$ cat src/hw/rtl/sphere_contact_generator_assert.svh
// Assertion macros shared by the contact generator RTL.
// Needs clk and rst in scope where a macro is used.
`ifndef SPHERE_CONTACT_GENERATOR_ASSERT_SVH
`define SPHERE_CONTACT_GENERATOR_ASSERT_SVH

// Checked property, off while reset is high
`define SCG_ASSERT(label, prop, msg) \
  label: assert property (@(posedge clk) disable iff (rst) (prop)) else $error(msg);

// Checked property, also active during reset
`define SCG_ASSERT_ALWAYS(label, prop, msg) \
  label: assert property (@(posedge clk) (prop)) else $error(msg);

`endif

$ cat src/hw/rtl/scg_pkg.sv
// Shared types and constants of the sphere contact generator.
// No dependencies; used by every module of the block.
package scg_pkg;

  // Pair kinds carried on the input tuser
  localparam logic CMD_SPHERE = 1'b0;
  localparam logic CMD_PLANE  = 1'b1;

  localparam int IN_DATA_W  = 304;
  localparam int OUT_DATA_W = 80;

  // Request as it sits in the queue between front and back
  typedef struct packed {
    logic             cmd;
    logic [2:0][32:0] d;      // first - second, signed
    logic [2:0][32:0] dmag;   // magnitude of d
    logic [2:0][15:0] pn;     // plane normal
    logic [30:0]      r1;
    logic [30:0]      r2;
  } item_t;

  // Queue flags seen by both sides
  typedef struct packed {
    logic full;
    logic empty;
  } q_stat_t;

  // Working set carried down the back pipeline
  typedef struct packed {
    logic             cmd;
    logic [2:0][32:0] d;
    logic [2:0][32:0] dmag;
    logic [2:0][15:0] pn;
    logic [30:0]      r1;
    logic [30:0]      r2;
    logic [2:0][65:0] sq;
    logic [2:0][48:0] pr;
    logic [67:0]      rad;    // radicand, then sqrt remainder
    logic [50:0]      dot;
    logic [49:0]      absdot;
    logic [36:0]      proj;
    logic             phit;
    logic [31:0]      pdepth;
    logic [35:0]      root;
    logic             shit;
    logic [31:0]      sdepth;
    logic [2:0][36:0] divr;
    logic [2:0][14:0] divn;
    logic [2:0][14:0] quo;
  } bk_t;

endpackage

$ cat src/hw/rtl/scg_queue.sv
// Short request queue between the front end and the back pipeline.
// Depends on scg_pkg.
module scg_queue #(
  parameter int DEPTH = 4
) (
  input  logic             clk,
  input  logic             rst,
  input  logic             push,
  input  scg_pkg::item_t   push_item,
  input  logic             pop,
  output scg_pkg::item_t   pop_item,
  output scg_pkg::q_stat_t q_stat
);

  localparam int AW = (DEPTH > 1) ? $clog2(DEPTH) : 1;
  localparam int CW = $clog2(DEPTH + 1);

  scg_pkg::item_t mem [DEPTH];
  logic [AW-1:0]  wr_ptr;
  logic [AW-1:0]  rd_ptr;
  logic [CW-1:0]  count;

  assign q_stat.full  = (count == CW'(DEPTH));
  assign q_stat.empty = (count == '0);
  assign pop_item     = mem[rd_ptr];

  // Pointers and fill count
  always_ff @(posedge clk) begin
    if (rst) begin
      wr_ptr <= '0;
      rd_ptr <= '0;
      count  <= '0;
    end else begin
      if (push) begin
        wr_ptr <= (wr_ptr == AW'(DEPTH - 1)) ? '0 : wr_ptr + 1'b1;
      end
      if (pop) begin
        rd_ptr <= (rd_ptr == AW'(DEPTH - 1)) ? '0 : rd_ptr + 1'b1;
      end
      if (push && !pop) begin
        count <= count + 1'b1;
      end else if (pop && !push) begin
        count <= count - 1'b1;
      end
    end
  end

  // Storage
  always_ff @(posedge clk) begin
    if (push) begin
      mem[wr_ptr] <= push_item;
    end
  end

endmodule

$ cat config.mk
export PLATFORM = sky130hd
export DESIGN_NAME = scg_queue
export DESIGN_NICKNAME = d
export VERILOG_FILES = /design/src/hw/rtl/sphere_contact_generator_assert.svh /design/src/hw/rtl/scg_pkg.sv /design/src/hw/rtl/scg_queue.sv
export SDC_FILE = /design/constraint.sdc
export NUM_CORES = 1
export LEC_CHECK = 0
export BUFFER_PORTS_ARGS = -buffer_cell sky130_fd_sc_hd__buf_2
export CORE_ASPECT_RATIO = 1.4
export CORE_MARGIN = 2
export CORE_UTILIZATION = 41
export DETAILED_ROUTE_END_ITERATION = 10
export SLEW_MARGIN = 10
export SYNTH_ARGS = -nofsm -noshare
export SYNTH_HDL_FRONTEND = slang
export SYNTH_SLANG_ARGS = --single-unit
$ cat constraint.sdc
create_clock -name clk -period 20.8 [get_ports clk]
set_input_delay 2.08 -clock clk [delete_from_list [all_inputs] [get_ports clk]]
set_output_delay 2.08 -clock clk [all_outputs]
set_load 0.1 [all_outputs]
# Yosys cells after proc, flatten, opt, wreduce, memory -nomap -nowiden
# Memories as Yosys holds them, arrays and structs flattened. A register that Yosys moved wholly into a read port is not among the register bits.
# Index checks and enable logic that the tools add are counted.
# op_classes
add_sub_neg	4
n_eq_ne	3
mux	8
reduce_logical	6
# ops
cell	n
2-bit two-way mux	4
3-bit two-way mux	2
2-bit by 1-bit adder with 2-bit output, second input constant	2
2-bit == test, second input constant	2
3-bit by 1-bit adder with 3-bit output, second input constant	1
3-bit == test, second input constant	1
3-bit logical NOT	1
3-bit by 1-bit subtractor with 3-bit output, second input constant	1
1-bit logical AND	2
1-bit logical NOT	2
1-bit two-way mux	2
2-bit nonzero test	1
# word_totals
ff_bits	7
mem_bits_rw	1236
in_bits	313
out_inout_bits	311
wordCells	25
mem_count	1
# memory_table
memory	depth	word_bits	rd	rd_ports_with_merged_regs	wr	line_no	rtl
mem	4	309	1	1	1	scg_queue.sv:18	scg_pkg::item_t mem [DEPTH];

# Longest topological paths before layout
# logic_depth
ltp_word	4
ltp_mapped	7
depth_no_buf	7

# Worst setup path after synthesis
# Ideal clock, no wire load.
# synth_timing
path_type	input to register
from	input push
to	memory mem[0][0] (netlist name), enable pin
setup_ns	0.709
t_arrival_ns	9.047
t_required_ns	20.091
setup_slack_ns	11.044
cell_stages	1
path_buffers	0
cell_sequence	and2_1
# synth_between
elab_chain_len	2
# synth_rtl
element	line_no	rtl
start: declaration	scg_queue.sv:8	input logic push,
1-bit two-way mux	scg_queue.sv:50	if (push) begin
1-bit two-way mux (not written as such)	scg_queue.sv:51	mem[wr_ptr] <= push_item;
end: declaration	scg_queue.sv:18	
# No other way between the ends.

==> impl_metrics.csv <==
group,metric,value,unit
status,status,"complete, no violations",
yosys,synth_warnings,0,
critical_path,endpoint_kind,"primary output",
die,chipHeight,396,um
timing,max_clock_freq,155,MHz
route,routed_wl,98200,um
die,die-area,112000,sq um
yosys,syn_area,44900,sq um
clock_tree,clk_pin_slew,0.07,ns
yosys,synth_cell_types,20,
power,max-vdd-ir-drop,0.0000854,V
run,maxCapViolCount,0,
finish,final_cell_mix,"1236 x edfxtp_1, 623 x buf_2, 309 x mux4_2, 113 x clkbuf_16, 27 x clkinv_2",
critical_path,cp_data_required_time,18.72,ns
die,coreArea,109000,sq um
place,place_congestion,0.818,
finish,fin_area,53500,sq um
yosys,synth_seq_cells,1245,
clock_tree,clk_latency,0.70,ns
yosys,synth.area.top_cells,"edfxtp_1 83%, mux4_2 15%, dfxtp_1 0.40%, buf_6 0.28%, buf_2 0.25%",
timing,worst_pin_slew,1.23,ns
grt,grt_pass1_vias,21800,
yosys,syn_nets,1978,
yosys,netlist.area_leader.share,82.6,%
timing,min_period,6.43,ns
yosys,synth.avg_cell_area,27.1,sq um
grt,track_usage,17.3,%
timing,rsz0062_at_grt,"false",
finish,drive_gt1_share,46.4,%
min_path,min_path_cells,2,
clock_tree,cts_tree,"yes",
finish,syn_to_final_growth,19.1,%
critical_path,crit_arrival,4.35,ns
die,initial_utilization,41.4,%
die,die_w,284,um
clock_tree,cts_root_buffer,"clkbuf_16",
critical_path,r2r_slack,17.21,ns
grt,grt_max_degree,158,
clock_tree,cts-htree-levels,3,
grt,grt_pass1_wl,144000,um
route,drcViolationCount,0,
route,final_antenna_net_count,0,
die,ios,624,
route,initialDrtViolationCount,1104,
timing,relSlewSlack,18.0,%
timing,slew_violations,0,
route,wl_per_cell,25.1,um
yosys,synth_cells,1658,
clock_tree,cts_buffer_depth,3,
route,avgViaCountPerCell,5.15,
place,post-dp-hpwl,61600,um
timing,fin_skew,0.0337,ns
timing,final-setup-viol-count,0,
clock_tree,cts_sinks,1245,
clock_tree,ctsHoldBuffers,0,
die,num_rows,143,
grt,grt_overflow,0,
timing,fin_setup_tns,0,ns
power,p_leak,17.6,nW
route,drt-pass1-iter-count,7,
critical_path,cp-start-kind,"register",
power,p_per_area,112,nW/um^2
route,routed-via-count,20200,
critical_path,critPathKind,"register to primary output",
min_path,holdCritPathClass,"register to register",
yosys,yosysSeqAreaShare,83.0,%
place,portBuffers,623,
finish,final_common_cell,"edfxtp_1",
timing,hold_viol,0,
grt,grt_antenna_before_repair,55,
clock_tree,ctsResizeCount,0,
clock_tree,cts_setup_buffers,0,
place,dpl-instance-area,49700,sq um
yosys,synth_top_area_cell,"edfxtp_1",
critical_path,rr_worst_depth,5,
clock_tree,cts-buffers-inserted,113,
critical_path,path_max_fanout,125,
finish,final_nets,2668,
timing,period_share,30.9,%
-- synth_stat cells --
cell / count
buf_6: 11
inv_1: 4
a21oi_1: 2
o21ai_0: 1
mux2i_1: 4
fa_1: 1
edfxtp_1: 1236
clkbuf_1: 6
xor2_1: 2
ha_1: 6
buf_4: 13
buf_1: 17
dfxtp_1: 9
and2_1: 4
nor3_1: 1
mux4_2: 309
buf_2: 22
or3_1: 1
nor3b_1: 2
nor2_1: 7
-- cells by family after synthesis --
family,Yosys count,share of synthesized area (%)
xor gates and xnor gates,2,0.0390
adders and majority gates,7,0.212
AOI/OAI and AO/OA,3,0.0334
DFF,1245,83.0
muxes,313,15.6
and+or+nand+nor,15,0.173
buffers and inverters,73,0.963
-- where the power goes --
group	switching [mW]	internal, mW
Clock	0.898	1.18
Sequential	0.0297	2.88
Combinational	0.822	0.195
Total	1.75	4.25
-- worst paths after layout --
kind | endpoint | from
max | pop_item[63] | register
min | count[2]$_SDFFE_PP0P_ | count[2]$_SDFFE_PP0P_
max reg2reg | mem[0][273]$_DFFE_PP_ | wr_ptr[0]$_SDFFE_PP0P_
min reg2reg | count[2]$_SDFFE_PP0P_ | count[2]$_SDFFE_PP0P_
-- sequential cells by signal (all words and copies together) (netlist names), named ones only --
name,cells
mem,1236
rd_ptr,2
wr_ptr,2
count,3
-- layout make-up --
type | count | area [sq um]
sequential | 1245 | 37300
antenna | 24 | 60.1
inverter | 4 | 15.0
clock buffer | 131 | 2900
clock inverter | 80 | 862
timing repair buffer | 644 | 3340
tap | 1450 | 1810
multi-input combinational | 340 | 7210
fill | 8769 | 55100
-- routing by layer --
metal  track usage (%)  vias to the layer above  part of all wire [%]
met3              6.00                      234                   8.3
met2              29.9                      697                    52
li1                  -                     8644                     -
met1              19.2                    10600                    35
met5                 0                        -                  0.31
met4              8.28                       48                   4.2
-- through the flow --
stage	utilization (%)	setup WS (ns)	power, mW	instances	hold WS [ns]
2_1_floorplan	-	11.04	3.81	1658	0.460
3_3_place_gp	45.7	15.03	3.98	3683	0.478
3_5_place_dp	45.7	15.02	3.99	3683	0.531
4_1_cts	49.2	14.22	6.07	3894	0.543
5_1_grt	49.2	14.03	6.19	3911	0.564
6_report	49.3	14.37	6.00	3918	0.538
-- worst max-delay path: stages, from the launching register on --
cell and delay, ns:
dfxtp_4 0.95, buf_12 0.55, buf_4 0.85, mux4_2 0.36
buf_2 0.48
(Power assumes the default switching activity.)
