File: src/hw/rtl/sphere_contact_generator_assert.svh
// Assertion macros shared by the contact generator RTL.
// Needs clk and rst in scope where a macro is used.
`ifndef SPHERE_CONTACT_GENERATOR_ASSERT_SVH
`define SPHERE_CONTACT_GENERATOR_ASSERT_SVH

// Checked property, off while reset is high
`define SCG_ASSERT(label, prop, msg) \
  label: assert property (@(posedge clk) disable iff (rst) (prop)) else $error(msg);

// Checked property, also active during reset
`define SCG_ASSERT_ALWAYS(label, prop, msg) \
  label: assert property (@(posedge clk) (prop)) else $error(msg);

`endif

File: src/hw/rtl/scg_pkg.sv
// Shared types and constants of the sphere contact generator.
// No dependencies; used by every module of the block.
package scg_pkg;

  // Pair kinds carried on the input tuser
  localparam logic CMD_SPHERE = 1'b0;
  localparam logic CMD_PLANE  = 1'b1;

  localparam int IN_DATA_W  = 304;
  localparam int OUT_DATA_W = 80;

  // Request as it sits in the queue between front and back
  typedef struct packed {
    logic             cmd;
    logic [2:0][32:0] d;      // first - second, signed
    logic [2:0][32:0] dmag;   // magnitude of d
    logic [2:0][15:0] pn;     // plane normal
    logic [30:0]      r1;
    logic [30:0]      r2;
  } item_t;

  // Queue flags seen by both sides
  typedef struct packed {
    logic full;
    logic empty;
  } q_stat_t;

  // Working set carried down the back pipeline
  typedef struct packed {
    logic             cmd;
    logic [2:0][32:0] d;
    logic [2:0][32:0] dmag;
    logic [2:0][15:0] pn;
    logic [30:0]      r1;
    logic [30:0]      r2;
    logic [2:0][65:0] sq;
    logic [2:0][48:0] pr;
    logic [67:0]      rad;    // radicand, then sqrt remainder
    logic [50:0]      dot;
    logic [49:0]      absdot;
    logic [36:0]      proj;
    logic             phit;
    logic [31:0]      pdepth;
    logic [35:0]      root;
    logic             shit;
    logic [31:0]      sdepth;
    logic [2:0][36:0] divr;
    logic [2:0][14:0] divn;
    logic [2:0][14:0] quo;
  } bk_t;

endpackage

File: src/hw/rtl/scg_front.sv
// Front end: takes requests, unpacks them and forms center differences.
// Depends on scg_pkg; feeds scg_queue.
module scg_front (
  input  logic                          clk,
  input  logic                          rst,
  input  logic                          s_axis_tvalid,
  output logic                          s_axis_tready,
  input  logic [scg_pkg::IN_DATA_W-1:0] s_axis_tdata,
  input  logic                          s_axis_tuser,
  input  scg_pkg::q_stat_t              q_stat,
  output logic                          push,
  output scg_pkg::item_t                push_item
);

  logic           f_valid;
  scg_pkg::item_t f_item;
  scg_pkg::item_t item_next;
  logic           ce;

  assign ce            = !f_valid || !q_stat.full;
  assign s_axis_tready = ce;
  assign push          = f_valid && !q_stat.full;
  assign push_item     = f_item;

  // Unpack and subtract; magnitudes for the squares downstream
  always_comb begin
    item_next     = '0;
    item_next.cmd = s_axis_tuser;
    for (int i = 0; i < 3; i++) begin
      item_next.d[i] = {s_axis_tdata[32*i+31], s_axis_tdata[32*i +: 32]}
                     - {s_axis_tdata[32*i+127], s_axis_tdata[32*i+96 +: 32]};
      item_next.dmag[i] = item_next.d[i][32] ? (33'd0 - item_next.d[i]) : item_next.d[i];
      item_next.pn[i]   = s_axis_tdata[254+16*i +: 16];
    end
    item_next.r1 = s_axis_tdata[222:192];
    item_next.r2 = s_axis_tdata[253:223];
  end

  always_ff @(posedge clk) begin
    if (rst) begin
      f_valid <= 1'b0;
    end else if (ce) begin
      f_valid <= s_axis_tvalid;
    end
  end

  always_ff @(posedge clk) begin
    if (ce) begin
      f_item <= item_next;
    end
  end

endmodule

File: config.mk
export PLATFORM = sky130hd
export DESIGN_NAME = scg_front
export DESIGN_NICKNAME = d
export VERILOG_FILES = /design/src/hw/rtl/sphere_contact_generator_assert.svh /design/src/hw/rtl/scg_pkg.sv /design/src/hw/rtl/scg_front.sv
export SDC_FILE = /design/constraint.sdc
export NUM_CORES = 1
export LEC_CHECK = 0
export BUFFER_PORTS_ARGS = -buffer_cell sky130_fd_sc_hd__buf_2
export CORE_AREA = 2 2 241 243
export DETAILED_ROUTE_END_ITERATION = 6
export DIE_AREA = 0 0 243 245
export PLACE_DENSITY = 0.56
export SLEW_MARGIN = 20
export SYNTH_ARGS = -nofsm -noshare
export SYNTH_HDL_FRONTEND = slang
export SYNTH_SLANG_ARGS = --single-unit
export TNS_END_PERCENT = 50
File: constraint.sdc
create_clock -name clk -period 18.6 [get_ports clk]
set_clock_uncertainty 0.15 [all_clocks]
set_input_delay 0.93 -clock clk [delete_from_list [all_inputs] [get_ports clk]]
set_output_delay 0.93 -clock clk [all_outputs]
set_load 0.01 [all_outputs]
## Word-level counts from Yosys, hierarchy flattened

Cells that the tools add are included.

- Output and inout bits: 311
- Logic and storage cells: 29
- Flip-flop bits (word level): 310
- Input port bits: 310

- $add $sub $neg: 6
- Reduce and logical (&&, ||, !) cells: 4
- Muxes and demuxes: 3

Operators with widths:

| kind | number |
|---|---|
| 1-bit by 33-bit subtractor with 33-bit output (first input constant) | 3 |
| 32-bit by 32-bit subtractor with 33-bit output | 3 |
| 32-bit 2-to-1 mux | 3 |
| 1-bit logical NOT | 2 |
| 1-bit logical AND | 1 |
| 1-bit logical OR | 1 |

## Logic depth before layout (Yosys ltp)

Gate-level depths: netlist of run 1.

- Word-level depth: 3
- Gate-level depth with buffers: 15

## Worst setup path after synthesis of run 1

Ideal clock, no wire load.

- Path kind: input port to output port
- Start point: in q_stat[1] (netlist name)
- End point: out s_axis_tready
- Stages on the path: 1
- Arrival: 7.391 ns
- Path buffers: 0
- Slack: 10.129 ns
- Path through: nand2_1

- Longest elaborated chain between the ends: 2

Ends and longest elaborated chain:

| item | RTL line | source |
|---|---|---|
| start, declared | scg_front.sv:10 | `input scg_pkg::q_stat_t q_stat,` |
| 1-bit logical NOT | scg_front.sv:20 | `assign ce = !f_valid \|\| !q_stat.full;` |
| 1-bit logical OR | scg_front.sv:20 |  |
| end, declared | scg_front.sv:7 | `output logic s_axis_tready,` |

Every way passes these cells.

==> metrics.md, run 1 <==
| Metric | Value |
|---|---|
| Die ar. | 59540 um^2 |
| Least-Margin Pin Slew | 1.104 ns |
| Top FF cell, synth | edfxtp_1 |
| Total Routing Usage GR | 0.1956 |
| Layout area overhead | 27.87% |
| Clk buf depth | 3 |
| Routed wire length | 61170 um |
| RePlAce Congestion | 0.9204 |
| Worst r2r path cells | 3 |
| Clock sinks | 307 |
| Stages on worst setup path | 15 |
| Synthesized Nets | 2101 |
| Setup TNS | 0 ns |
| Synthesized area | 18230 um^2 |
| Adder and majority cell fraction of the synthesized area | 0.07126 |
| Post-Synth Simple-Gate Area | 0.1337 |
| Final number of hold-violating endpoints | 0 |
| Worst endpoint data arrival time | 5.09 ns |
| # DRC | 0 |
| CTS Buf Count | 36 |
| Number of global-route vias before repair | 15116 |
| Post_cts resized | 0 |
| # setup viols final | 0 |
| Initial antenna violation count | 5 |
| Slowest cell on crit path | a2111oi_1 |
| Hold WC Path Type | in2reg |
| Die width | 243 um |
| Synth area leaders | edfxtp_1 (50%), ha_1 (6.8%), xnor2_1 (4.9%) |
| Worst setup margin | 13.62 ns |
| Rows | 88 |
| Clock-pin slew on the worst setup and hold paths | 0.06 ns |
| Slew Viols, Final | 0 |
| Top delay family on crit path | compound AO/OA/AOI/OAI gates |
| Syn Area/Cell | 10.79 um^2 |
| Avg Vias per Cell | 5.114 |
| Leakage dissipation | 10.11 nW |
| Max stage delay on crit path | 0.72 ns |
| Fmax | 200.8 MHz |
| Largest net degree at the start of global routing | 157 |
| Post-CTS Setup Bufs | 0 |
| Post-synthesis mux area share | 0.005835 |
| Nets | 2704 |
| Initial Util | 0.3196 |
| I/O pins | 621 |
| Critical path cell sequence | buf_2 -> inv_1 -> ha_1 -> inv_1 -> fa_1 -> a21oi_1 -> o211ai_1 -> a2111oi_1 -> nor3_1 -> nor2_1 -> o211ai_1 -> a221o_1 -> inv_1 -> o21ai_0 -> xnor2_1 |
| Outcome | finished, final reports clean |
| Max FO, Critical Path | 26 |
| Final Critical Period | 4.981 ns |
| Post-CTS Hold Fix Bufs | 0 |
| DRT iter0 DRCs | 1063 |
| Largest family of logic cells by synthesized area | compound AO/OA/AOI/OAI gates |
| Final period util | 0.2678 |
| DR pass1 iterations | 6 |
| Netlist cell types | 93 |
| Routed wire per std cell | 19.83 um |
| Post-Synth XOR/XNOR Area | 0.06391 |
| Core Area | 57030 um^2 |
| RSZ-0062 raised after global routing | false |
| Startpoint types | primary input |
| CTS H-Tree Depth | 2 |
| Share of cells above drive strength 1 | 0.3167 |
| FILL cells | 5703 |
| Remaining Overflow, GRT | 0 |
| Ys async rst share | 0 |
| Post-synth EDFFs | 306 |
| VDD IR max | 0.00006466 V |
| Maxcap violations | 0 |
| Port buffer count | 617 |
| Dpl hpwl | 49590 um |
| CP Buf/Inv Count | 4 |
| Pre-CTS setup slack | 13.12 ns |
| Hold path cells | 2 |
| Synth top area share | 0.5042 |
| Clock root cell | clkbuf_16 |
| Synth warnings | 0 |
| Die height | 245 um |
| Clock latency on the worst-skew pair | 0.53 ns |
| Synth Instances | 1689 |
| Routed Antenna Nets | 0 |
| Crit end category | flip-flop |
| Global-route wire length before repair | 90470 um |
| Synth Area in Compound Gates | 0.1764 |
| Slew HR | 0.2591 |
| Total vias in the final route | 15772 |
| Post-synthesis sequential area ratio | 0.5053 |
| Largest area contributor in the synthesized netlist | edfxtp_1 |
| CTS tree | yes |
| Worst path most repeated cell | inv_1 |
| Synthesis-stage register bit count | 307 |
| Pwr per Cell Area | 102.3 nW/um^2 |
| Required time of the worst setup path | 18.71 ns |
| Crit Path Class | in2reg |
==> worst register-to-register path, delay by kind of cell (launching register included) <==
kind,cells,cell delay (ns)
buffers and inverters,2,1.50
flip-flops,1,0.34
AND/OR/NAND/NOR,1,0.47
==> layout make-up <==
cell class / count / area (um^2) / area share
sequential: 307 / 9209 / 0.3951
multi-input combinational: 1178 / 8247 / 0.3538
timing repair buffer: 623 / 3146 / 0.1350
clock buffer: 43 / 969.7 / 0.04161
tap: 765 / 957.2 / 0.04107
inverter: 146 / 548.0 / 0.02351
clock inverter: 21 / 227.7 / 0.009771
antenna: 1 / 2.502 / 0.0001074
==> metal layers <==
metal | up-vias | global-route usage | routed length, um
li1 | 7594 | - | -
met1 | 7624 | 0.2640 | 26790
met2 | 488 | 0.3317 | 29990
met3 | 62 | 0.03094 | 3436
met4 | 4 | 0.04096 | 923
met5 | - | 0 | 30
==> path summary, 6_finish.rpt <==
path                    start              to  slack, ns
min                       rst         f_valid       0.40
max          s_axis_tdata[32]  push_item[161]      13.62
max reg2reg           f_valid   push_item[53]      15.75
min reg2reg           f_valid         f_valid       0.40
==> power by group <==
part / internal, mW / total (mW) / switching (mW)
sequential: 0.926 / 0.967 / 0.0414
clock: 0.430 / 0.718 / 0.288
combinational: 0.265 / 0.700 / 0.435
==> cell usage in the layout (no fill, tap or decap), types with 11 or more instances in the layout <==
cell       netlist  layout
inv_1          146     146
ha_1            99      99
or3_1           16      16
a311oi_1        11      11
clkbuf_16        0      38
o41ai_1         11      11
a31oi_1         14      13
nand2_1        128     127
and3_1          13      13
or2_2           14      14
o31ai_1         26      26
a21oi_1        107     107
and2_1          24      24
o211ai_1        12      12
nor2b_1         11      11
nor2_1          78      78
nor3b_1         12      12
edfxtp_1       306     306
nand4_1         25      25
o21a_1          25      25
xnor2_1        102     102
nor3_1          38      38
xor2_1          31      31
buf_2            2     617
nor4_1          18      17
a21o_1          29      29
nand3_1         23      23
o21ai_0        103     103
a211oi_1        20      20
and4_1          11      11
==> metrics by stage <==
| step | hold slack (ns) | cell area, um^2 | instances | power [mW] | utilization |
|---|---|---|---|---|---|
| 2_1_floorplan | 0.3153 | 18230 | 1689 | 1.382 | - |
| 3_3_place_gp | 0.3813 | 22090 | 3019 | 1.674 | 0.3874 |
| 3_5_place_dp | 0.3978 | 22090 | 3019 | 1.682 | 0.3874 |
| 4_1_cts | 0.3621 | 23290 | 3083 | 2.414 | 0.4084 |
| 5_1_grt | 0.3614 | 23310 | 3084 | 2.506 | 0.4086 |
| 6_report | 0.3970 | 23310 | 3084 | 2.385 | 0.4086 |
==> cell families after synthesis <==
| kind of cell | count (synthesis) |
|---|---|
| buffers and inverters | 204 |
| XOR/XNOR | 133 |
| flip-flops | 307 |
| adder cells (fa/ha/maj) | 102 |
| multiplexers | 10 |
| AND/OR/NAND/NOR | 461 |
| AO/OA/AOI/OAI | 472 |
==> sequential cells by signal (all words and copies together), names as in the netlist <==
register and cells:
f_valid 1, push_item 306
==> Yosys cell counts (12+ instances only) <==
cell,n
a211oi_1,20
a21o_1,29
a21oi_1,107
a31oi_1,14
and2_1,24
and3_1,13
clkbuf_1,48
edfxtp_1,306
ha_1,99
inv_1,146
nand2_1,128
nand3_1,23
nand4_1,25
nor2_1,78
nor3_1,38
nor3b_1,12
nor4_1,18
o211ai_1,12
o21a_1,25
o21ai_0,103
o31ai_1,26
or2_2,14
or3_1,16
xnor2_1,102
xor2_1,31
Power figures use the tool's default switching activity.
==> run 2: changes to the inputs <==
--- a/config.mk
+++ b/config.mk
@@ -6,10 +6,10 @@
 export NUM_CORES = 1
 export LEC_CHECK = 0
 export BUFFER_PORTS_ARGS = -buffer_cell sky130_fd_sc_hd__buf_2
-export CORE_AREA = 2 2 241 243
+export CORE_AREA = 2 2 239 241
 export DETAILED_ROUTE_END_ITERATION = 6
-export DIE_AREA = 0 0 243 245
-export PLACE_DENSITY = 0.56
+export DIE_AREA = 0 0 241 243
+export PLACE_DENSITY = 0.59
 export SLEW_MARGIN = 20
 export SYNTH_ARGS = -nofsm -noshare
 export SYNTH_HDL_FRONTEND = slang
==> constraint.sdc (replaced) <==
create_clock -name clk -period 4.4 [get_ports clk]
set_clock_uncertainty 0.15 [all_clocks]
set_input_delay 0.22 -clock clk [delete_from_list [all_inputs] [get_ports clk]]
set_output_delay 0.22 -clock clk [all_outputs]
set_load 0.01 [all_outputs]
==> run 2 against run 1 <==
  * Non-clock buffer count is 162 higher
  * Flip-flop and latch count unchanged
  * Sequential share of layout area fell by 2.3 points
  * Utilization grew 3.4 points
  * Count of clock-buffer cells in the layout is 4 higher
  * Global-route usage up 0.44 points
  * Hold slack got worse by 0.35 ns
  * First-iteration DRC count increased by 2.9%
  * Clock power increased to 4.1 times the previous value
  * Sequential power rose to 4.2 times the previous value
==> metrics.md, run 2 (synthesis gave the netlist of run 1 again) <==
| Metric | Value |
|---|---|
| Outcome | finished, final reports clean |
| GR peak layer | met2 |
| Die height | 243 um |
| Layout area overhead | 35.92% |
| Initial Util | 0.3258 |
| Slew HR | 0.3255 |
| Initial antenna violation count | 8 |
| Met2 Usage GRT | 0.3415 |
| Fmax | 241.4 MHz |
| Final Critical Period | 4.143 ns |
| Leading cell type in the layout, fill and taps excluded | buf_2 |
| Final period util | 0.9416 |
| Final number of hold-violating endpoints | 0 |
| Final Core Density | 0.4428 |
| Leakage dissipation | 10.78 nW |
| Clk buf depth | 3 |
| Pre-CTS setup slack | 0.09596 ns |
| Clock latency on the worst-skew pair | 0.52 ns |
| Die width | 241 um |
| Slowest cell on crit path | a211oi_1 |
| Number of global-route vias before repair | 15716 |
| CTS tree | yes |
| Crit Path Class | in2reg |
| DR pass1 iterations | 5 |
| Startpoint types | primary input |
| Slew Viols, Final | 0 |
| VDD IR max | 0.0002000 V |
| Met3 Use GR | 0.03127 |
| Maxcap violations | 0 |
| Most frequent cells in the layout | buf_2 (617), edfxtp_1 (306), inv_1 (146) |
| Share of cells above drive strength 1 | 0.3099 |
| I/O pins | 621 |
| # DRC | 0 |
| Largest net degree at the start of global routing | 115 |
| Port buffer count | 617 |
| Clock sinks | 307 |
| Setup TNS | 0 ns |
| RePlAce Congestion | 0.8857 |
| Least-Margin Pin Slew | 1.005 ns |
| Global-route wire length before repair | 91060 um |
| Crit end category | flip-flop |
| Hold WC Path Type | in2reg |
| Nets | 2865 |
| FILL cells | 5381 |
| DRT iter0 DRCs | 1094 |
| CTS H-Tree Depth | 2 |
| Max FO, Critical Path | 5 |
| Total Routing Usage GR | 0.1999 |
| Routed wire per std cell | 19.11 um |
| Met1 Track Usage GR | 0.2597 |
| Rows | 87 |
| Total vias in the final route | 16551 |
| Clock-pin slew on the worst setup and hold paths | 0.06 ns |
| Max reg flops | 306 |
| Avg Vias per Cell | 5.118 |
| # setup viols final | 0 |
| Worst endpoint data arrival time | 4.26 ns |
| Routed wire length | 61810 um |
| Pwr per Cell Area | 408.2 nW/um^2 |
| Clock root cell | clkbuf_16 |
| Die ar. | 58560 um^2 |
| Dpl hpwl | 49220 um |
| Core Area | 55950 um^2 |
| Worst setup margin | 0.2572 ns |
| Remaining Overflow, GRT | 0 |
| Required time of the worst setup path | 4.51 ns |
| RSZ-0062 raised after global routing | false |
| Max stage delay on crit path | 0.67 ns |
| Worst hold slack | 0.05015 ns |
| Critical path cell sequence | dlygate4sd3_1 -> buf_2 -> ha_1 -> nor2b_1 -> o211ai_1 -> a211oi_1 -> o2111a_1 -> o21ai_0 -> a2111oi_4 -> nand4_1 -> o41a_1 -> xor2_1 |
| CTS Buf Count | 35 |
| Routed Antenna Nets | 0 |
run 2: cell types whose count changed in the layout (fill, tap and decap cells not counted), sizes merged:
cell / before / now
clkinv: 14 / 6
diode: 1 / 3
inv: 147 / 148
clkinvlp: 2 / 0
clkbuf: 43 / 47
buf: 623 / 667
dlygate4sd3: 0 / 118
run 2: through the flow:
step / total power [mW] / std cells / instance area [um^2]
after floorplan: 5.813 / 1689 / 18230
after global placement: 7.118 / 3054 / 22450
after detailed placement: 7.144 / 3054 / 22450
after CTS: 10.21 / 3231 / 24750
after global routing: 10.59 / 3234 / 24770
final: 10.11 / 3234 / 24770
run 2: path summary, 6_finish.rpt:
path	slack, ns	end	start	cells after the start
worst min register to register	1.04	f_valid	f_valid	3
worst min-delay path	0.05	push_item[242]	s_axis_tdata[128]	3
worst max-delay path	0.26	push_item[207]	s_axis_tdata[160]	12
worst max register to register	2.39	push_item[272]	f_valid	2
run 2: area by class of cell:
type	instances	area (um^2)	share of cell area
inverter	146	548.0	0.02212
timing repair buffer	785	4682	0.1890
multi-input combinational	1178	8257	0.3333
sequential	307	9209	0.3717
tap	756	945.9	0.03818
antenna	3	7.507	0.0003030
clock inverter	12	162.7	0.006566
clock buffer	47	960.9	0.03879
run 2: report_power, final:
| part | total (mW) | switching [mW] | leakage (nW) | internal (mW) |
|---|---|---|---|---|
| registers | 4.08 | 0.172 | 3.18 | 3.91 |
| clock network | 2.93 | 1.16 | 0.549 | 1.76 |
| logic | 3.10 | 1.86 | 7.06 | 1.24 |
| total | 10.1 | 3.20 | 10.8 | 6.91 |
run 2: timing repair:
item / CTS / global route
buffers inserted: 0 / 0
gates resized for setup: 0 / 2
endpoints found under the hold margin: 116 / 0
hold buffers: 118 / 0
endpoints found under the setup margin: 0 / 6
run 2: layer usage:
metal	share of wire	up-vias
met4	0.025	8
li1	-	7910
met5	0.00074	-
met2	0.49	585
met3	0.059	82
met1	0.42	7966
run 2: worst max-delay path, delay by kind of cell:
family | cells | cell delay (ns)
xor+xnor | 1 | 0.14
fa+ha+maj | 1 | 0.20
simple gates | 2 | 0.64
compound gates | 6 | 2.37
buf+inv | 2 | 0.68
==> run 3: changes to the inputs <==
--- a/config.mk
+++ b/config.mk
@@ -5,11 +5,12 @@
 export SDC_FILE = /design/constraint.sdc
 export NUM_CORES = 1
 export LEC_CHECK = 0
+export ABC_AREA = 1
 export BUFFER_PORTS_ARGS = -buffer_cell sky130_fd_sc_hd__buf_2
-export CORE_AREA = 2 2 239 241
+export CORE_AREA = 2 2 240 242
 export DETAILED_ROUTE_END_ITERATION = 6
-export DIE_AREA = 0 0 241 243
-export PLACE_DENSITY = 0.59
+export DIE_AREA = 0 0 242 244
+export PLACE_DENSITY = 0.64
 export SLEW_MARGIN = 20
 export SYNTH_ARGS = -nofsm -noshare
 export SYNTH_HDL_FRONTEND = slang
==> run 3 against run 2 <==
  * Sequential power about the same
  * Non-clock buffer count down 45
  * Sequential share of layout area down 3.8 points
  * Critical endpoint is now push_item[170]
==> metrics.md, run 3 <==
| Metric | Value |
|---|---|
| Outcome | finished, final reports clean |
| Leading cell type in the layout, fill and taps excluded | nand2_1 |
| Slew HR | 0.3452 |
| Clock latency on the worst-skew pair | 0.55 ns |
| Rows | 87 |
| Clock root cell | clkbuf_16 |
| # setup viols final | 0 |
| Leakage dissipation | 14.87 nW |
| Die width | 242 um |
| Hold WC Path Type | in2reg |
| Post-synthesis sequential area ratio | 0.4343 |
| Crit end category | flip-flop |
| Synthesis-stage register bit count | 307 |
| Total Routing Usage GR | 0.2511 |
| Area after DPL | 25200 um^2 |
| Clock-pin slew on the worst setup and hold paths | 0.06 ns |
| Psw | 3.633 mW |
| Clock sinks | 307 |
| Adder and majority cell fraction of the synthesized area | 0.06125 |
| Final number of hold-violating endpoints | 0 |
| RSZ-0062 raised after global routing | false |
| CTS H-Tree Depth | 2 |
| Synth warnings | 0 |
| Max FO, Critical Path | 25 |
| Share of cells above drive strength 1 | 0.2202 |
| # DRC | 0 |
| Largest area contributor in the synthesized netlist | edfxtp_1 |
| Dpl hpwl | 64030 um |
| Remaining Overflow, GRT | 0 |
| Post-synth EDFFs | 306 |
| Die ar. | 59050 um^2 |
| Area of the multi-input gates | 9697 um^2 |
| CTS Buf Count | 38 |
| Clk buf depth | 3 |
| Largest family of logic cells by synthesized area | simple AND/OR/NAND/NOR gates |
| Total vias in the final route | 20824 |
| Setup TNS | 0 ns |
| Synth Area in Compound Gates | 0.02691 |
| Sequential share of power | 0.389 |
| Initial Util | 0.3775 |
| Pint | 6.839 mW |
| Post-synthesis mux area share | 0 |
| Routed Antenna Nets | 0 |
| Initial antenna violation count | 11 |
| Startpoint types | primary input |
| Register area | 9209 um^2 |
| Pwr Total | 10.47 mW |
| Synthesized Nets | 3292 |
| Slew Viols, Final | 0 |
| Most frequent cells in the layout | nand2_1 (1075), buf_2 (617), inv_1 (570) |
| Synthesized area | 21210 um^2 |
| Post-Synth Simple-Gate Area | 0.3399 |
| Pwr per Cell Area | 379.1 nW/um^2 |
| VDD IR max | 0.0002587 V |
| Fmax | 287.9 MHz |
| Worst hold slack | 0.04667 ns |
| DRT iter0 DRCs | 1421 |
| Netlist cell types | 39 |
| Largest net degree at the start of global routing | 115 |
| Synth top area share | 0.4333 |
| Synth area leaders | edfxtp_1 (43%), nand2_1 (19%), inv_1 (10%) |
| Routed wire length | 76290 um |
| Avg Vias per Cell | 4.691 |
| Clk network pwr share | 0.296 |
| I/O pins | 621 |
| Post-Synth XOR/XNOR Area | 0.02850 |
| CTS tree | yes |
| Least-Margin Pin Slew | 0.9822 ns |
| RePlAce Congestion | 0.9703 |
| Nets | 4059 |
| Final Critical Period | 3.474 ns |
| DR pass1 iterations | 7 |
| FILL cells | 5660 |
| Max reg flops | 306 |
| Top FF cell, synth | edfxtp_1 |
| Die height | 244 um |
| Required time of the worst setup path | 4.56 ns |
| Crit Path Class | in2reg |
| Port buffer count | 617 |
| Core Area | 56170 um^2 |
| Maxcap violations | 0 |
| Final Core Density | 0.4918 |
| Final period util | 0.7895 |
| Number of global-route vias before repair | 19426 |
| Most common cell in the synthesized netlist | nand2_1 |
| Synth Instances | 2880 |
| Syn Area/Cell | 7.363 um^2 |
| Design Area, Final | 27630 um^2 |
| Global-route wire length before repair | 113000 um |
| Worst endpoint data arrival time | 3.63 ns |
| Post-synth top cells | nand2_1 (1076), inv_1 (570), edfxtp_1 (306), nand3_1 (231), nor2_1 (229) |
| Gate power share | 0.315 |
| Layout area overhead | 30.27% |
| Routed wire per std cell | 17.19 um |
| Ys async rst share | 0 |
| Sw Ratio | 0.3469 |
[run 3: cell count changes after synthesis, sizes merged, moves of 21 or more]
cell / change
nand2: +999
inv: +440
nand3: +223
nor2: +172
xnor2: -96
o21ai: -81
clkbuf: -50
a21oi: -42
a21o: -32
xor2: +32
o31ai: -26
o21a: -25
a211oi: -21
[run 3: kinds of logic (layout without fill, tap and decap cells)]
| family | Yosys count | after routing |
|---|---|---|
| flip-flops | 307 | 307 |
| buffers and inverters | 600 | 1394 |
| AO/OA/AOI/OAI | 100 | 100 |
| XOR/XNOR | 69 | 69 |
| adder cells (fa/ha/maj) | 102 | 102 |
| AND/OR/NAND/NOR | 1702 | 1702 |
| other | 0 | 9 |
[run 3: final cells by class]
class | count | area share
multi-input cells | 1973 | 0.3510
diodes | 9 | 0.0008153
clock inverters | 24 | 0.009330
flip-flops and latches | 307 | 0.3333
clock buffers | 43 | 0.03510
inverters | 587 | 0.07990
well taps | 756 | 0.03424
repair buffers | 740 | 0.1563
[run 3: metrics by stage]
| stage | setup slack (ns) | std cells |
|---|---|---|
| floorplan | 1.386 | 2880 |
| global placement | 0.9423 | 4246 |
| detailed placement | 0.9263 | 4246 |
| CTS | 1.055 | 4430 |
| global route | 0.6789 | 4434 |
| finish | 0.9261 | 4439 |
[run 3: power by group through the flow]
stage | Sequential, mW | Combinational, mW | Clock (mW)
2_1_floorplan | 4.35 | 1.65 | 0
3_3_place_gp | 4.13 | 3.16 | 0
3_5_place_dp | 4.13 | 3.19 | 0
4_1_cts | 4.08 | 3.29 | 3.19
5_1_grt | 4.11 | 3.64 | 3.31
6_report | 4.07 | 3.30 | 3.10
[run 3: per-layer routing]
metal	share of wire	global-route usage
met1	0.42	0.3162
met2	0.48	0.4353
met3	0.075	0.05202
met4	0.028	0.07135
met5	0.00029	0
[run 3: worst paths after layout]
kind | start | to | slack, ns | cells after the start
setup / recovery | s_axis_tdata[128] | push_item[170] | 0.93 | 21
hold / removal | s_axis_tdata[129] | push_item[243] | 0.05 | 3
setup reg to reg | f_valid | f_valid | 1.90 | 4
hold reg to reg | f_valid | push_item[18] | 1.11 | 1
[run 3: critical path, stage by stage]
cell and delay, ns:
dlygate4sd3_1 0.53, buf_2 0.10, ha_1 0.13, inv_1 0.08, fa_1 0.42, nand2_1 0.12
nand2_1 0.11, nand3_1 0.11, nand2_2 0.12, nand3_1 0.15, nand3_1 0.15, nand2_1 0.12
nand2_1 0.06, nand2_1 0.07, nand2_2 0.21, inv_2 0.44, o21ai_2 0.19, nand2_1 0.11
nand2_1 0.05, nand2_1 0.06, inv_1 0.05
[run 3: repair_timing]
item	in CTS	in global routing
buffers inserted	0	0
resized for setup	0	0
hold buffers	117	0
hold endpoints to repair	116	0
